==> src/sv/assert_macros.svh <==
// Assertion macros shared by the blit unit modules.
// Define NO_ASSERTIONS to compile them out.
`ifndef ASSERT_MACROS_SVH
`define ASSERT_MACROS_SVH
`ifndef NO_ASSERTIONS
`define ASSERT_ALWAYS(lbl, clk, rst_n, expr) \
	lbl: assert property (@(posedge clk) disable iff (!rst_n) (expr)) \
		else $error("assertion failed");
`define ASSERT_IMPLIES(lbl, clk, rst_n, ante, cons) \
	lbl: assert property (@(posedge clk) disable iff (!rst_n) (ante) |-> (cons)) \
		else $error("assertion failed");
`define ASSERT_NEXT(lbl, clk, rst_n, ante, cons) \
	lbl: assert property (@(posedge clk) disable iff (!rst_n) (ante) |=> (cons)) \
		else $error("assertion failed");
`else
`define ASSERT_ALWAYS(lbl, clk, rst_n, expr)
`define ASSERT_IMPLIES(lbl, clk, rst_n, ante, cons)
`define ASSERT_NEXT(lbl, clk, rst_n, ante, cons)
`endif
`endif

==> src/sv/fbsr_pkg.sv <==
// Package for the blit unit: configuration struct, register indexes, defaults.
// No dependencies.
`timescale 1ns / 1ps
package fbsr_pkg;

	localparam int DEF_MAX_DIM   = 1024;
	localparam int DEF_ADDR_BITS = 22;
	localparam int QUEUE_DEPTH   = 4;

	localparam int CFG_IDX_W  = 3;
	localparam int CFG_DATA_W = 11;
	localparam int PIXEL_W    = 16;

	localparam logic [CFG_IDX_W-1:0] REG_FRAME_WIDTH  = 3'd0;
	localparam logic [CFG_IDX_W-1:0] REG_FRAME_HEIGHT = 3'd1;
	localparam logic [CFG_IDX_W-1:0] REG_PITCH_LOG2   = 3'd2;
	localparam logic [CFG_IDX_W-1:0] REG_DOUBLE_SIZE  = 3'd3;
	localparam logic [CFG_IDX_W-1:0] REG_ROTATE       = 3'd4;

	localparam logic [10:0] RST_FRAME_WIDTH  = 11'd320;
	localparam logic [10:0] RST_FRAME_HEIGHT = 11'd480;
	localparam logic [3:0]  RST_PITCH_LOG2   = 4'd9;

	typedef struct packed {
		logic [10:0] frame_width;
		logic [10:0] frame_height;
		logic [3:0]  pitch_log2;
		logic        double_size;
		logic        rotate_half_turn;
	} cfg_t;

endpackage

==> src/sv/fbsr_front.sv <==
// Front end of the blit unit: accepts pixels, tracks position, forms base address.
// Depends on fbsr_pkg.
`timescale 1ns / 1ps
module fbsr_front import fbsr_pkg::*; #(
	parameter int MAX_DIM   = DEF_MAX_DIM,
	parameter int ADDR_BITS = DEF_ADDR_BITS
) (
	input  logic                       clk,
	input  logic                       arst_n,
	input  cfg_t                       cfg,
	input  logic                       s_tvalid,
	output logic                       s_tready,
	input  logic [PIXEL_W-1:0]         s_pixel,
	output logic                       push,
	output logic [ADDR_BITS+PIXEL_W:0] push_data,
	input  logic                       full
);

	localparam int CW   = $clog2(MAX_DIM);
	localparam int CMPW = (CW + 1 > 11) ? CW + 1 : 11;
	localparam logic [CMPW-1:0] MAX_C = CMPW'(MAX_DIM);
	localparam logic [CMPW-1:0] ONE_C = CMPW'(1);

	logic [CW-1:0]      col_q, row_q;
	logic [CMPW-1:0]    fw, fh, w, h;
	logic [CW-1:0]      wm1, hm1;
	logic [CW:0]        row_inc;
	logic [CW-1:0]      col_eff, row_eff;
	logic               accept, adv, done;

	logic               valid_s1;
	logic [CW-1:0]      col_s1, row_s1;
	logic [PIXEL_W-1:0] pix_s1;
	logic               done_s1;
	logic [4:0]         shift;
	logic [ADDR_BITS-1:0] base;

	assign fw  = CMPW'(cfg.frame_width);
	assign fh  = CMPW'(cfg.frame_height);
	assign w   = (fw == '0) ? ONE_C : ((fw > MAX_C) ? MAX_C : fw);
	assign h   = (fh == '0) ? ONE_C : ((fh > MAX_C) ? MAX_C : fh);
	assign wm1 = CW'(w - ONE_C);
	assign hm1 = CW'(h - ONE_C);

	assign adv      = valid_s1 && !full;
	assign s_tready = !valid_s1 || !full;
	assign accept   = s_tvalid && s_tready;

	always_comb begin
		row_inc = {1'b0, row_q} + {{CW{1'b0}}, (col_q > wm1)};
		col_eff = (col_q > wm1) ? '0 : col_q;
		row_eff = (row_inc > {1'b0, hm1}) ? '0 : row_inc[CW-1:0];
		done    = (col_eff == wm1) && (row_eff == hm1);
	end

	always_ff @(posedge clk or negedge arst_n) begin
		if (!arst_n) begin
			col_q <= '0;
			row_q <= '0;
		end else if (accept) begin
			if (col_eff == wm1) begin
				col_q <= '0;
				row_q <= (row_eff == hm1) ? '0 : row_eff + CW'(1);
			end else begin
				col_q <= col_eff + CW'(1);
				row_q <= row_eff;
			end
		end
	end

	always_ff @(posedge clk or negedge arst_n) begin
		if (!arst_n) begin
			valid_s1 <= 1'b0;
		end else if (s_tready) begin
			valid_s1 <= s_tvalid;
		end
	end

	always_ff @(posedge clk) begin
		if (accept) begin
			col_s1  <= cfg.rotate_half_turn ? wm1 - col_eff : col_eff;
			row_s1  <= cfg.rotate_half_turn ? hm1 - row_eff : row_eff;
			pix_s1  <= s_pixel;
			done_s1 <= done;
		end
	end

	assign shift = {1'b0, cfg.pitch_log2} + {4'd0, cfg.double_size};
	assign base  = (ADDR_BITS'(row_s1) << shift)
		+ (ADDR_BITS'(col_s1) << cfg.double_size);

	assign push      = adv;
	assign push_data = {done_s1, pix_s1, base};

endmodule

==> src/sv/fbsr_queue.sv <==
// Short register queue between the front and back ends of the blit unit.
// Depends on assert_macros.svh.
`timescale 1ns / 1ps
`include "assert_macros.svh"
module fbsr_queue #(
	parameter int WIDTH = 39,
	parameter int DEPTH = 4
) (
	input  logic             clk,
	input  logic             arst_n,
	input  logic             push,
	input  logic [WIDTH-1:0] wdata,
	output logic             full,
	input  logic             pop,
	output logic [WIDTH-1:0] rdata,
	output logic             valid
);

	localparam int PW = (DEPTH > 1) ? $clog2(DEPTH) : 1;
	localparam int NW = $clog2(DEPTH + 1);

	logic [WIDTH-1:0] mem_q [DEPTH];
	logic [PW-1:0]    wr_ptr_q, rd_ptr_q;
	logic [NW-1:0]    count_q;

	assign full  = (count_q == NW'(DEPTH));
	assign valid = (count_q != '0);
	assign rdata = mem_q[rd_ptr_q];

	always_ff @(posedge clk) begin
		if (push) begin
			mem_q[wr_ptr_q] <= wdata;
		end
	end

	always_ff @(posedge clk or negedge arst_n) begin
		if (!arst_n) begin
			wr_ptr_q <= '0;
			rd_ptr_q <= '0;
			count_q  <= '0;
		end else begin
			if (push) begin
				wr_ptr_q <= (wr_ptr_q == PW'(DEPTH - 1)) ? '0 : wr_ptr_q + PW'(1);
			end
			if (pop) begin
				rd_ptr_q <= (rd_ptr_q == PW'(DEPTH - 1)) ? '0 : rd_ptr_q + PW'(1);
			end
			if (push && !pop) begin
				count_q <= count_q + NW'(1);
			end else if (pop && !push) begin
				count_q <= count_q - NW'(1);
			end
		end
	end

	`ASSERT_IMPLIES(a_no_push_full, clk, arst_n, push, !full)
	`ASSERT_IMPLIES(a_no_pop_empty, clk, arst_n, pop, valid)
	`ASSERT_NEXT(a_push_fills, clk, arst_n, push && !pop, valid)

endmodule

==> src/sv/fbsr_back.sv <==
// Back end of the blit unit: expands each queued request into one or four writes.
// Depends on fbsr_pkg and assert_macros.svh.
`timescale 1ns / 1ps
`include "assert_macros.svh"
module fbsr_back import fbsr_pkg::*; #(
	parameter int ADDR_BITS = DEF_ADDR_BITS
) (
	input  logic                       clk,
	input  logic                       arst_n,
	input  cfg_t                       cfg,
	input  logic                       q_valid,
	input  logic [ADDR_BITS+PIXEL_W:0] q_data,
	output logic                       pop,
	output logic                       m_tvalid,
	input  logic                       m_tready,
	output logic [ADDR_BITS-1:0]       m_address,
	output logic [PIXEL_W-1:0]         m_pixel,
	output logic                       m_tlast,
	output logic                       m_tuser
);

	logic [1:0]           beat_q;
	logic                 out_valid_q;
	logic [ADDR_BITS-1:0] addr_q;
	logic [PIXEL_W-1:0]   pix_q;
	logic                 last_q, done_q;

	logic [ADDR_BITS-1:0] base, pitch, offs;
	logic                 load, last;

	assign base  = q_data[ADDR_BITS-1:0];
	assign pitch = ADDR_BITS'(1) << cfg.pitch_log2;

	always_comb begin
		case (beat_q)
			2'd0:    offs = '0;
			2'd1:    offs = ADDR_BITS'(1);
			2'd2:    offs = pitch;
			default: offs = pitch + ADDR_BITS'(1);
		endcase
	end

	assign load = q_valid && (!out_valid_q || m_tready);
	assign last = !cfg.double_size || (beat_q == 2'd3);
	assign pop  = load && last;

	always_ff @(posedge clk or negedge arst_n) begin
		if (!arst_n) begin
			beat_q      <= '0;
			out_valid_q <= 1'b0;
		end else begin
			if (load) begin
				beat_q <= last ? 2'd0 : beat_q + 2'd1;
			end
			if (load) begin
				out_valid_q <= 1'b1;
			end else if (m_tready) begin
				out_valid_q <= 1'b0;
			end
		end
	end

	always_ff @(posedge clk) begin
		if (load) begin
			addr_q <= base + offs;
			pix_q  <= q_data[ADDR_BITS+PIXEL_W-1:ADDR_BITS];
			last_q <= last;
			done_q <= q_data[ADDR_BITS+PIXEL_W];
		end
	end

	assign m_tvalid  = out_valid_q;
	assign m_address = addr_q;
	assign m_pixel   = pix_q;
	assign m_tlast   = last_q;
	assign m_tuser   = done_q;

	`ASSERT_IMPLIES(a_beat_needs_double, clk, arst_n, beat_q != 2'd0, cfg.double_size)
	`ASSERT_IMPLIES(a_beat_holds_entry, clk, arst_n, beat_q != 2'd0, q_valid)
	`ASSERT_IMPLIES(a_pop_on_last, clk, arst_n, pop, load && last)
	`ASSERT_NEXT(a_load_shows, clk, arst_n, load, m_tvalid)

endmodule

==> src/sv/frame_blit_scale_rotate_unit.sv <==
// Blit unit with 2x scaling and half-turn rotation: top level, configuration registers.
// Depends on fbsr_pkg, fbsr_front, fbsr_queue and fbsr_back.
//
// Takes RGB565 source pixels in row-major order and emits surface writes (address,
// pixel), one write per cycle while m_tready is set: normal mode sustains one pixel per
// cycle, double-size mode one pixel per four writes, set by the back end's beat counter
// that walks the 2x2 block. A pixel passes the front stage register, a four-entry queue
// that parts the position tracking front end from the write back end, and the output
// register. The user must write configuration only while idle; it is not enforced.
`timescale 1ns / 1ps
module frame_blit_scale_rotate_unit import fbsr_pkg::*; #(
	parameter int MAX_DIM   = DEF_MAX_DIM,
	parameter int ADDR_BITS = DEF_ADDR_BITS
) (
	input  logic                  clk,
	input  logic                  arst_n,
	input  logic                  cfg_we,
	input  logic [CFG_IDX_W-1:0]  cfg_index,
	input  logic [CFG_DATA_W-1:0] cfg_wdata,
	input  logic                  s_tvalid,
	output logic                  s_tready,
	input  logic [PIXEL_W-1:0]    s_tdata,   // src_pixel
	output logic                  m_tvalid,
	input  logic                  m_tready,
	// dest_address, dest_pixel, zero fill
	output logic [((ADDR_BITS+PIXEL_W+7)/8)*8-1:0] m_tdata,
	output logic                  m_tlast,   // last_of_run
	output logic                  m_tuser    // frame_done
);

	localparam int EW   = ADDR_BITS + PIXEL_W + 1;
	localparam int TDW  = ((ADDR_BITS + PIXEL_W + 7) / 8) * 8;
	localparam int FILL = TDW - ADDR_BITS - PIXEL_W;

	cfg_t                 cfg_q;
	logic                 push, full, pop, q_valid;
	logic [EW-1:0]        push_data, q_data;
	logic [ADDR_BITS-1:0] m_address;
	logic [PIXEL_W-1:0]   m_pixel;

	always_ff @(posedge clk or negedge arst_n) begin
		if (!arst_n) begin
			cfg_q.frame_width      <= RST_FRAME_WIDTH;
			cfg_q.frame_height     <= RST_FRAME_HEIGHT;
			cfg_q.pitch_log2       <= RST_PITCH_LOG2;
			cfg_q.double_size      <= 1'b0;
			cfg_q.rotate_half_turn <= 1'b0;
		end else if (cfg_we) begin
			case (cfg_index)
				REG_FRAME_WIDTH:  cfg_q.frame_width      <= cfg_wdata;
				REG_FRAME_HEIGHT: cfg_q.frame_height     <= cfg_wdata;
				REG_PITCH_LOG2:   cfg_q.pitch_log2       <= cfg_wdata[3:0];
				REG_DOUBLE_SIZE:  cfg_q.double_size      <= cfg_wdata[0];
				REG_ROTATE:       cfg_q.rotate_half_turn <= cfg_wdata[0];
				default: ;
			endcase
		end
	end

	fbsr_front #(
		.MAX_DIM   (MAX_DIM),
		.ADDR_BITS (ADDR_BITS)
	) u_front (
		.clk       (clk),
		.arst_n    (arst_n),
		.cfg       (cfg_q),
		.s_tvalid  (s_tvalid),
		.s_tready  (s_tready),
		.s_pixel   (s_tdata),
		.push      (push),
		.push_data (push_data),
		.full      (full)
	);

	fbsr_queue #(
		.WIDTH (EW),
		.DEPTH (QUEUE_DEPTH)
	) u_queue (
		.clk    (clk),
		.arst_n (arst_n),
		.push   (push),
		.wdata  (push_data),
		.full   (full),
		.pop    (pop),
		.rdata  (q_data),
		.valid  (q_valid)
	);

	fbsr_back #(
		.ADDR_BITS (ADDR_BITS)
	) u_back (
		.clk       (clk),
		.arst_n    (arst_n),
		.cfg       (cfg_q),
		.q_valid   (q_valid),
		.q_data    (q_data),
		.pop       (pop),
		.m_tvalid  (m_tvalid),
		.m_tready  (m_tready),
		.m_address (m_address),
		.m_pixel   (m_pixel),
		.m_tlast   (m_tlast),
		.m_tuser   (m_tuser)
	);

	assign m_tdata = {{FILL{1'b0}}, m_pixel, m_address};

endmodule

==> config.mk <==
export PLATFORM = sky130hd
export DESIGN_NAME = frame_blit_scale_rotate_unit
export DESIGN_NICKNAME = d
export VERILOG_FILES = /design/src/sv/fbsr_pkg.sv /design/src/sv/fbsr_front.sv /design/src/sv/fbsr_queue.sv /design/src/sv/fbsr_back.sv /design/src/sv/frame_blit_scale_rotate_unit.sv
export VERILOG_INCLUDE_DIRS = /design/src /design/src/sv
export SDC_FILE = /design/constraint.sdc
export NUM_CORES = 1
export LEC_CHECK = 0
export BUFFER_PORTS_ARGS = -buffer_cell sky130_fd_sc_hd__buf_2
export CAP_MARGIN = 20
export CORE_MARGIN = 8
export CORE_UTILIZATION = 35
export DETAILED_ROUTE_END_ITERATION = 16
export PLACE_DENSITY_LB_ADDON = 0.05
export SYNTH_ARGS = -nofsm -noshare
export SYNTH_HDL_FRONTEND = slang
export SYNTH_SLANG_ARGS = --single-unit
==> constraint.sdc <==
create_clock -name clk -period 10.7 [get_ports clk]
set_clock_uncertainty 0.1 [all_clocks]
set_input_delay 3.21 -clock clk [delete_from_list [all_inputs] [get_ports clk]]
set_output_delay 3.21 -clock clk [all_outputs]
set_load 0.01 [all_outputs]
* After elaboration in Yosys (flattened, before gate mapping) *
Memory sizes are Yosys's and may differ from the RTL's.
Cells that the tools add are included.

cells by class
  reductions and logical operators = 28
  equality and inequality tests = 12
  muxes and demuxes = 21
  add/sub/neg operators = 16
  shift-type cells = 3
  order comparisons = 4

operators with widths
  cell                                                                   count
  10-bit 2-to-1 mux                                                      11
  22-bit case mux with 3 select lines                                    1
  22-bit adder                                                           2
  22-bit by 1-bit adder with 22-bit output, second input constant        1
  11-bit > comparator, second input constant                             2
  11-bit logical NOT                                                     2
  1-bit by 4-bit left shift with 22-bit output, first input constant     1
  10-bit by 1-bit left shift with 22-bit output                          1
  10-bit by 5-bit left shift with 22-bit output                          1
  10-bit by 1-bit adder with 10-bit output, second input constant        2
  10-bit equality test                                                   2
  10-bit by 1-bit subtractor with 10-bit output, second input constant   2
  10-bit subtractor                                                      2
  10-bit by 1-bit adder with 11-bit output                               1
  11-bit by 10-bit > comparator with 1-bit output                        1
  10-bit > comparator                                                    1
  2-bit AND reduction                                                    5
  2-bit equality test, second input constant                             4
  1-bit logical AND                                                      7
  2-bit by 1-bit adder with 2-bit output, second input constant          3
  3-bit by 2-bit equality test with 1-bit output, second input constant  2
  3-bit equality test, second input constant                             2
  1-bit logical NOT                                                      6
  2-bit 2-to-1 mux                                                       3
  12 further kinds                                                       19

storage, ports and cells
  memories = 1
  bits in registers = 136
  output and inout bits = 44
  logic and storage cells = 106
  bits of input ports = 35
  bits in writable memories = 156

memory list
  name           words  bits a word  rd ports  clocked after memory_dff  wr ports  line              source
  u_queue.mem_q  4      39           1         0                         1         fbsr_queue.sv:22  logic [WIDTH-1:0] mem_q [DEPTH];

* Longest topological paths before layout *
  depth in word-level cells = 11
  gate-level depth with buffers = 43

* By module *
Synthesis repeated with hierarchy kept, for this count alone.

unflattened totals
  cell total of the unflattened synthesis = 1,302
  area total of the unflattened synthesis = 16,353.2 um2

modules (own cells, without submodules)
  module                        area an instance (um2)  cells each  instances  seq. area each (um2)
  fbsr_front                    6,538.8                 774         1          1,636.6
  fbsr_queue                    6,090.8                 241         1          4,859.7
  fbsr_back                     2,509.9                 221         1          1,276.2
  frame_blit_scale_rotate_unit  1,213.7                 66          1          710.7

* Worst setup path before layout *
Ideal clock, no wire load.

  path kind = register to register
  start point = register cfg_q[21] (netlist name)
  end point = register u_front.row_s1[8], data pin
  cell stages (with the launch flop) = 40
  path buffers = 2
  clock period less this slack = 8.019 ns
  arrival = 7.649 ns
  slack = 2.681 ns
  cells stage by stage = dfrtp_1 > buf_6 > or4_1 > buf_2 > or3_2 > nor2_1 > nor2_1 > nor2_1 > inv_1 > ha_1 > or2b_2 > a32oi_1 > ha_1 > nand4_1 > or4_2 > nor3_2 > a311oi_1 > nand2_1 > [4 not listed] > xnor2_1 > ha_1 > nand4_1 > nor3_1 > o32ai_1 > a21oi_1 > nand2_1 > inv_1 > ha_1 > inv_1 > fa_1 > nand2_1 > nand2_1 > a21oi_1 > o21ai_0 > or3_1 > nand3_1 > o21ai_0

between the ends
  cells in the longest elaborated chain, start to end = 10

ends and longest elaborated chain
  item                                               line                                source
  start, declared                                    frame_blit_scale_rotate_unit.sv:35  cfg_t cfg_q;
  11-bit > comparator                                fbsr_front.sv:40                    assign w = (fw == '0) ? ONE_C : ((fw > MAX_C) ? MAX_C : fw);
  10-bit 2-to-1 mux                                  fbsr_front.sv:40
  10-bit 2-to-1 mux (*)                              fbsr_front.sv:40
  10-bit by 1-bit subtractor with 10-bit output (*)  fbsr_front.sv:42                    assign wm1 = CW'(w - ONE_C);
  10-bit > comparator (*)                            fbsr_front.sv:50                    row_inc = {1'b0, row_q} + {{CW{1'b0}}, (col_q > wm1)};
  10-bit by 1-bit adder with 11-bit output (*)       fbsr_front.sv:50
  11-bit by 10-bit > comparator with 1-bit output    fbsr_front.sv:52                    row_eff = (row_inc > {1'b0, hm1}) ? '0 : row_inc[CW-1:0];
  10-bit 2-to-1 mux (*)                              fbsr_front.sv:52
  10-bit subtractor                                  fbsr_front.sv:82                    row_s1 <= cfg.rotate_half_turn ? hm1 - row_eff : row_eff;
  10-bit 2-to-1 mux (*)                              fbsr_front.sv:82
  end signal, assigned                               fbsr_front.sv:82
  end, declared                                      fbsr_front.sv:32                    logic [CW-1:0] col_s1, row_s1;

Mark *: on every way between the ends. The rest lies on a longest branch, timed or not.
A chain may end at the register's enable or synchronous reset.

* Worst setup path in the final report *
  start point = register cfg_q[21] (netlist name)
  end point = register u_front.row_s1[9], data pin

Same word-level chain as after synthesis.

==> results.md <==
CTS:
- The number of gates resized after CTS is 0.
- The longest clock path from root to sink contains 3 buffers.
- Clock-pin slew was measured on the worst setup and hold paths at approximately 60 ps.
- In this run the clock root is driven by a clkbuf_16.
- The TritonCTS buffer count is 37.
- The H-tree level count is 2.
- TritonCTS built the clock tree.
- The number of hold buffers added after cts is 0.
- The number of setup buffers added after CTS is 0.
- The clock sink count is between 200 and 300.
- The clock reaches the later pin of the worst-skew pair after around 550 ps.

Die:
- The region available for standard cell placement spans roughly 44000 um2.
- The floorplan step set the die height to 228 um.
- The die covers about 52000 um2.
- Pin placement for this block handled 79 I/O pins.
- For this configuration, the core starts out at a cell density of 35.6%.
- The initialized floorplan defines between 70 and 80 standard-cell rows.
- Measured along the x axis, the die boundary spans 228 um.

Timing:
- The remaining max-slew budget at the tightest pin is 31.1%.
- Setup repair after global routing left no endpoint under its margin.
- After routing, the total negative slack on setup checks comes to 0 ps.
- The max-slew violation count came to 0.
- The number of failing setup endpoints in the final timing report is 0.
- The worst path uses 88.7% of the clock period.
- Static timing analysis puts the maximum clock frequency at between 0.1 and 0.15 GHz.
- The worst-case hold slack is between 300 and 400 ps.
- The clock period could shrink to 9500 ps.
- The final hold violation count was 0.
- At the pin with the least slew margin, the transition time is approximately 1000 ps.

Synth:
- The main combinational cell family by area after synthesis is simple AND/OR/NAND/NOR gates.
- Synthesis produced around 1300 cells.
- The dominant cell by count in the synthesized netlist is edfxtp_1.
- The flip-flop and latch count after synthesis is 292.
- The share of the synthesized area in the top cell type is 44.4%.
- The count of synthesis-stage warnings from yosys is 0.
- The post-synthesis share of cell area spent on xor and xnor gates is under 10%.
- After synthesis, the most frequently instantiated cells are 233 x edfxtp_1, 104 x nand2_1, 85 x nor2_1.
- The synthesized netlist devotes between 7 and 8% of its cell area to adder and majority cells.
- The proportion of synthesized chip area in sequential cells is 53.8%.
- Of all cell types, the one taking the most synthesized area is edfxtp_1.
- The synthesized design contains about 230 enable-type register cells.
- Counting flops with an async set or reset pin after synthesis yields a share of slightly above 20%.
- Summing the areas of all compound-gate instances in the mapped netlist gives under 10% of the synthesized area.
- The post-synthesis cell type count is 83.
- The cell area after technology mapping is around 16000 um2.
- By area the synthesized netlist is led by edfxtp_1 44%, dfrtp_1 8.1%, ha_1 6.5%, mux4_2 6.0%, mux2_2 3.2%.
- Averaged over all synthesized cells, the footprint is about 12 um2.
- The post-synthesis share of cell area spent on and, or, nand and nor gates is a little over an eighth.
- Measured against the total synthesized area, the mux share comes to between 10% and 20%.
- For this run, the leading register cell type out of synthesis is edfxtp_1.

Drt:
- The number of nets still failing antenna checks after routing is 0.
- The DRC violation total after the first TritonRoute iteration is approximately 500.
- The first-pass iteration count of the detailed router is 4.
- The final layout contains routed wiring with a total length of ~39000 um.
- The count of unresolved DRC violations after routing is 0.
- After detailed routing, the average wire length per cell comes to 19.3 um.
- Summing over every cut layer, the via total after detailed routing is between 10000 and 15000.
- Dividing the detail-routed via count by the number of cells gives ~5.2.

Global route:
- Global routing finished with a remaining overflow of 0.
- The number of global-route vias before repair was roughly 11000.
- The first global-routing pass estimated a little over 60000 um of wire.
- The number of antenna violations at the first check in global routing is 2.
- The all-layer global routing usage is roughly 15%.
- Entering global routing, the biggest net connects 60 pins.

Worst setup path:
- The start point of the critical path is cfg_q[21]$_DFFE_PN0P_.
- In this design, the stage delay of the slowest critical-path cell is between 600 and 700 ps.
- The cell with the most instances on the worst path is ha_1.
- The kind of cell adding the most delay to the critical path is simple AND/OR/NAND/NOR gates.
- Along the worst path, the maximum fanout reaches 12.
- The type of the worst setup path is flip-flop to flip-flop.
- The launching point of the worst reg2reg path is cfg_q[21]$_DFFE_PN0P_.
- The critical path contains buffers and inverters numbering 2 combined.
- The critical path data required time is 10880 ps.
- The worst setup path is captured at a flip-flop.
- The highest-delay cell along the critical path is or4_2.
- The kind of start point of the critical path is a flip-flop.
- The worst path arrival time is between 9000 and 10000 ps.

Placement:
- The port buffer count is between 70 and 80.
- Summed over all nets, the half-perimeter wirelength after detailed placement is 27500 um.
- The number of cells in the design after placement is between 1500 and 2000.
- The congestion estimate from routability-driven global placement came to 0.887.

Pwr:
- For this design the ratio of total power to cell area is 306 nW/um2.
- The worst voltage drop across the vdd grid is 126 uV.
- The standby leakage power is 0.00687 uW.

Final layout:
- Cells with a size suffix above 1 make up roughly a fifth of the layout.
- The register area is around 8500 um2.
- The final net count is 1497.
- Counting the fill cells in the layout gives ~4300.
- The area growth from synthesis to layout is 14.7%.
- Cells fill roughly two fifths of the core in the end.
- 0 antenna diodes ended up in the layout.
- The number of non-filler instances in the completed layout is 1992.
- The multi-input gate area in the final layout is 6900 um2.

Hold path:
- In this run the most critical hold path is launched from u_front.pix_s1[9]$_DFFE_PP_.
- The class of the worst hold path is flip-flop to flip-flop.

Run status:
- The flow ran to the end, and the final reports show no timing, DRC or antenna violations.

Flow run:
- Max-cap violations in this run came to 0.
[final cells by class]
cell class              count  area share, %
repair buffers             91           2.84
flip-flops and latches    292           47.0
well taps                 592           4.10
clock buffers              46           5.54
clock inverters            18           1.14
inverters                  60           1.25
multi-input cells         893           38.2
[cells by family (layout without fill, tap and decap cells)]
kind of cell	count (synthesis)	in the layout
buffers and inverters	102	215
and+or+nand+nor	410	410
other	1	3
adders and majority gates	87	87
xor gates and xnor gates	69	69
AOI/OAI and AO/OA	219	219
muxes	105	105
DFF	292	292
[sequential cells by signal (all words and copies together) (netlist names), 16 cells and up]
register / count
u_back.m_pixel: 16
u_front.pix_s1: 16
u_back.m_address: 22
cfg_q: 28
u_queue.mem_q: 156
[per-stage QoR]
stage	setup slack (ps)	area [um2]	total power (uW)
after floorplan	2680	15800	3640
after global placement	1420	16800	4320
after CTS	1170	18000	5610
final	1200	18100	5520
after global routing	388	18100	5940
after detailed placement	1200	16800	4330
[worst paths after layout]
path	endpoint	slack, ps	cells past startpoint
worst min register to register	u_queue.mem_q[0][31]$_DFFE_PP_	400	0
min in group asynchronous	u_front.col_q[7]$_DFFE_PN0P_	2750	2
max in group asynchronous	u_queue.rd_ptr_q[0]$_DFFE_PN0P_	7110	2
worst max-delay path	u_front.row_s1[9]$_DFFE_PP_	1200	36
worst min-delay path	u_queue.mem_q[0][31]$_DFFE_PP_	400	0
worst max register to register	u_front.row_s1[9]$_DFFE_PP_	1200	36
[worst register-to-register path: cells and delay by family, from the launching register on]
kind	cells	cell delay [ps]
and+or+nand+nor	16	4310
AOI/OAI and AO/OA	9	2070
adders and majority gates	6	1690
DFF	1	470
xor gates and xnor gates	3	420
buffers and inverters	2	210
[power breakdown]
| part | total [uW] | internal (uW) | switching, uW |
|---|---|---|---|
| clock network | 1240 | 759 | 479 |
| registers | 2000 | 1800 | 199 |
| logic | 2280 | 941 | 1340 |
[metal layers]
layer / vias to the layer above / global-route usage [%] / share of wire [%]
met5: - / 0 / 0
met1: 5073 / 18.0 / 44
met4: 0 / 4.21 / 2.5
met2: 162 / 26.1 / 50
li1: 5004 / - / -
met3: 62 / 2.62 / 3.6
[placed cells by master (no fill, tap or decap), types with 14 or more instances in the layout]
cell	instances
nand2_1	104
nor2b_1	16
clkbuf_16	38
ha_1	82
nor3_1	37
mux2_2	45
xnor2_1	42
nand3_1	39
dfrtp_1	49
edfxtp_1	233
xor2_1	27
buf_4	14
nand2b_1	22
a21oi_1	49
nor2_1	85
buf_2	76
mux4_2	42
mux2i_1	18
inv_1	58
o21ai_0	74
Note: power is estimated with default switching activity, not from simulation.
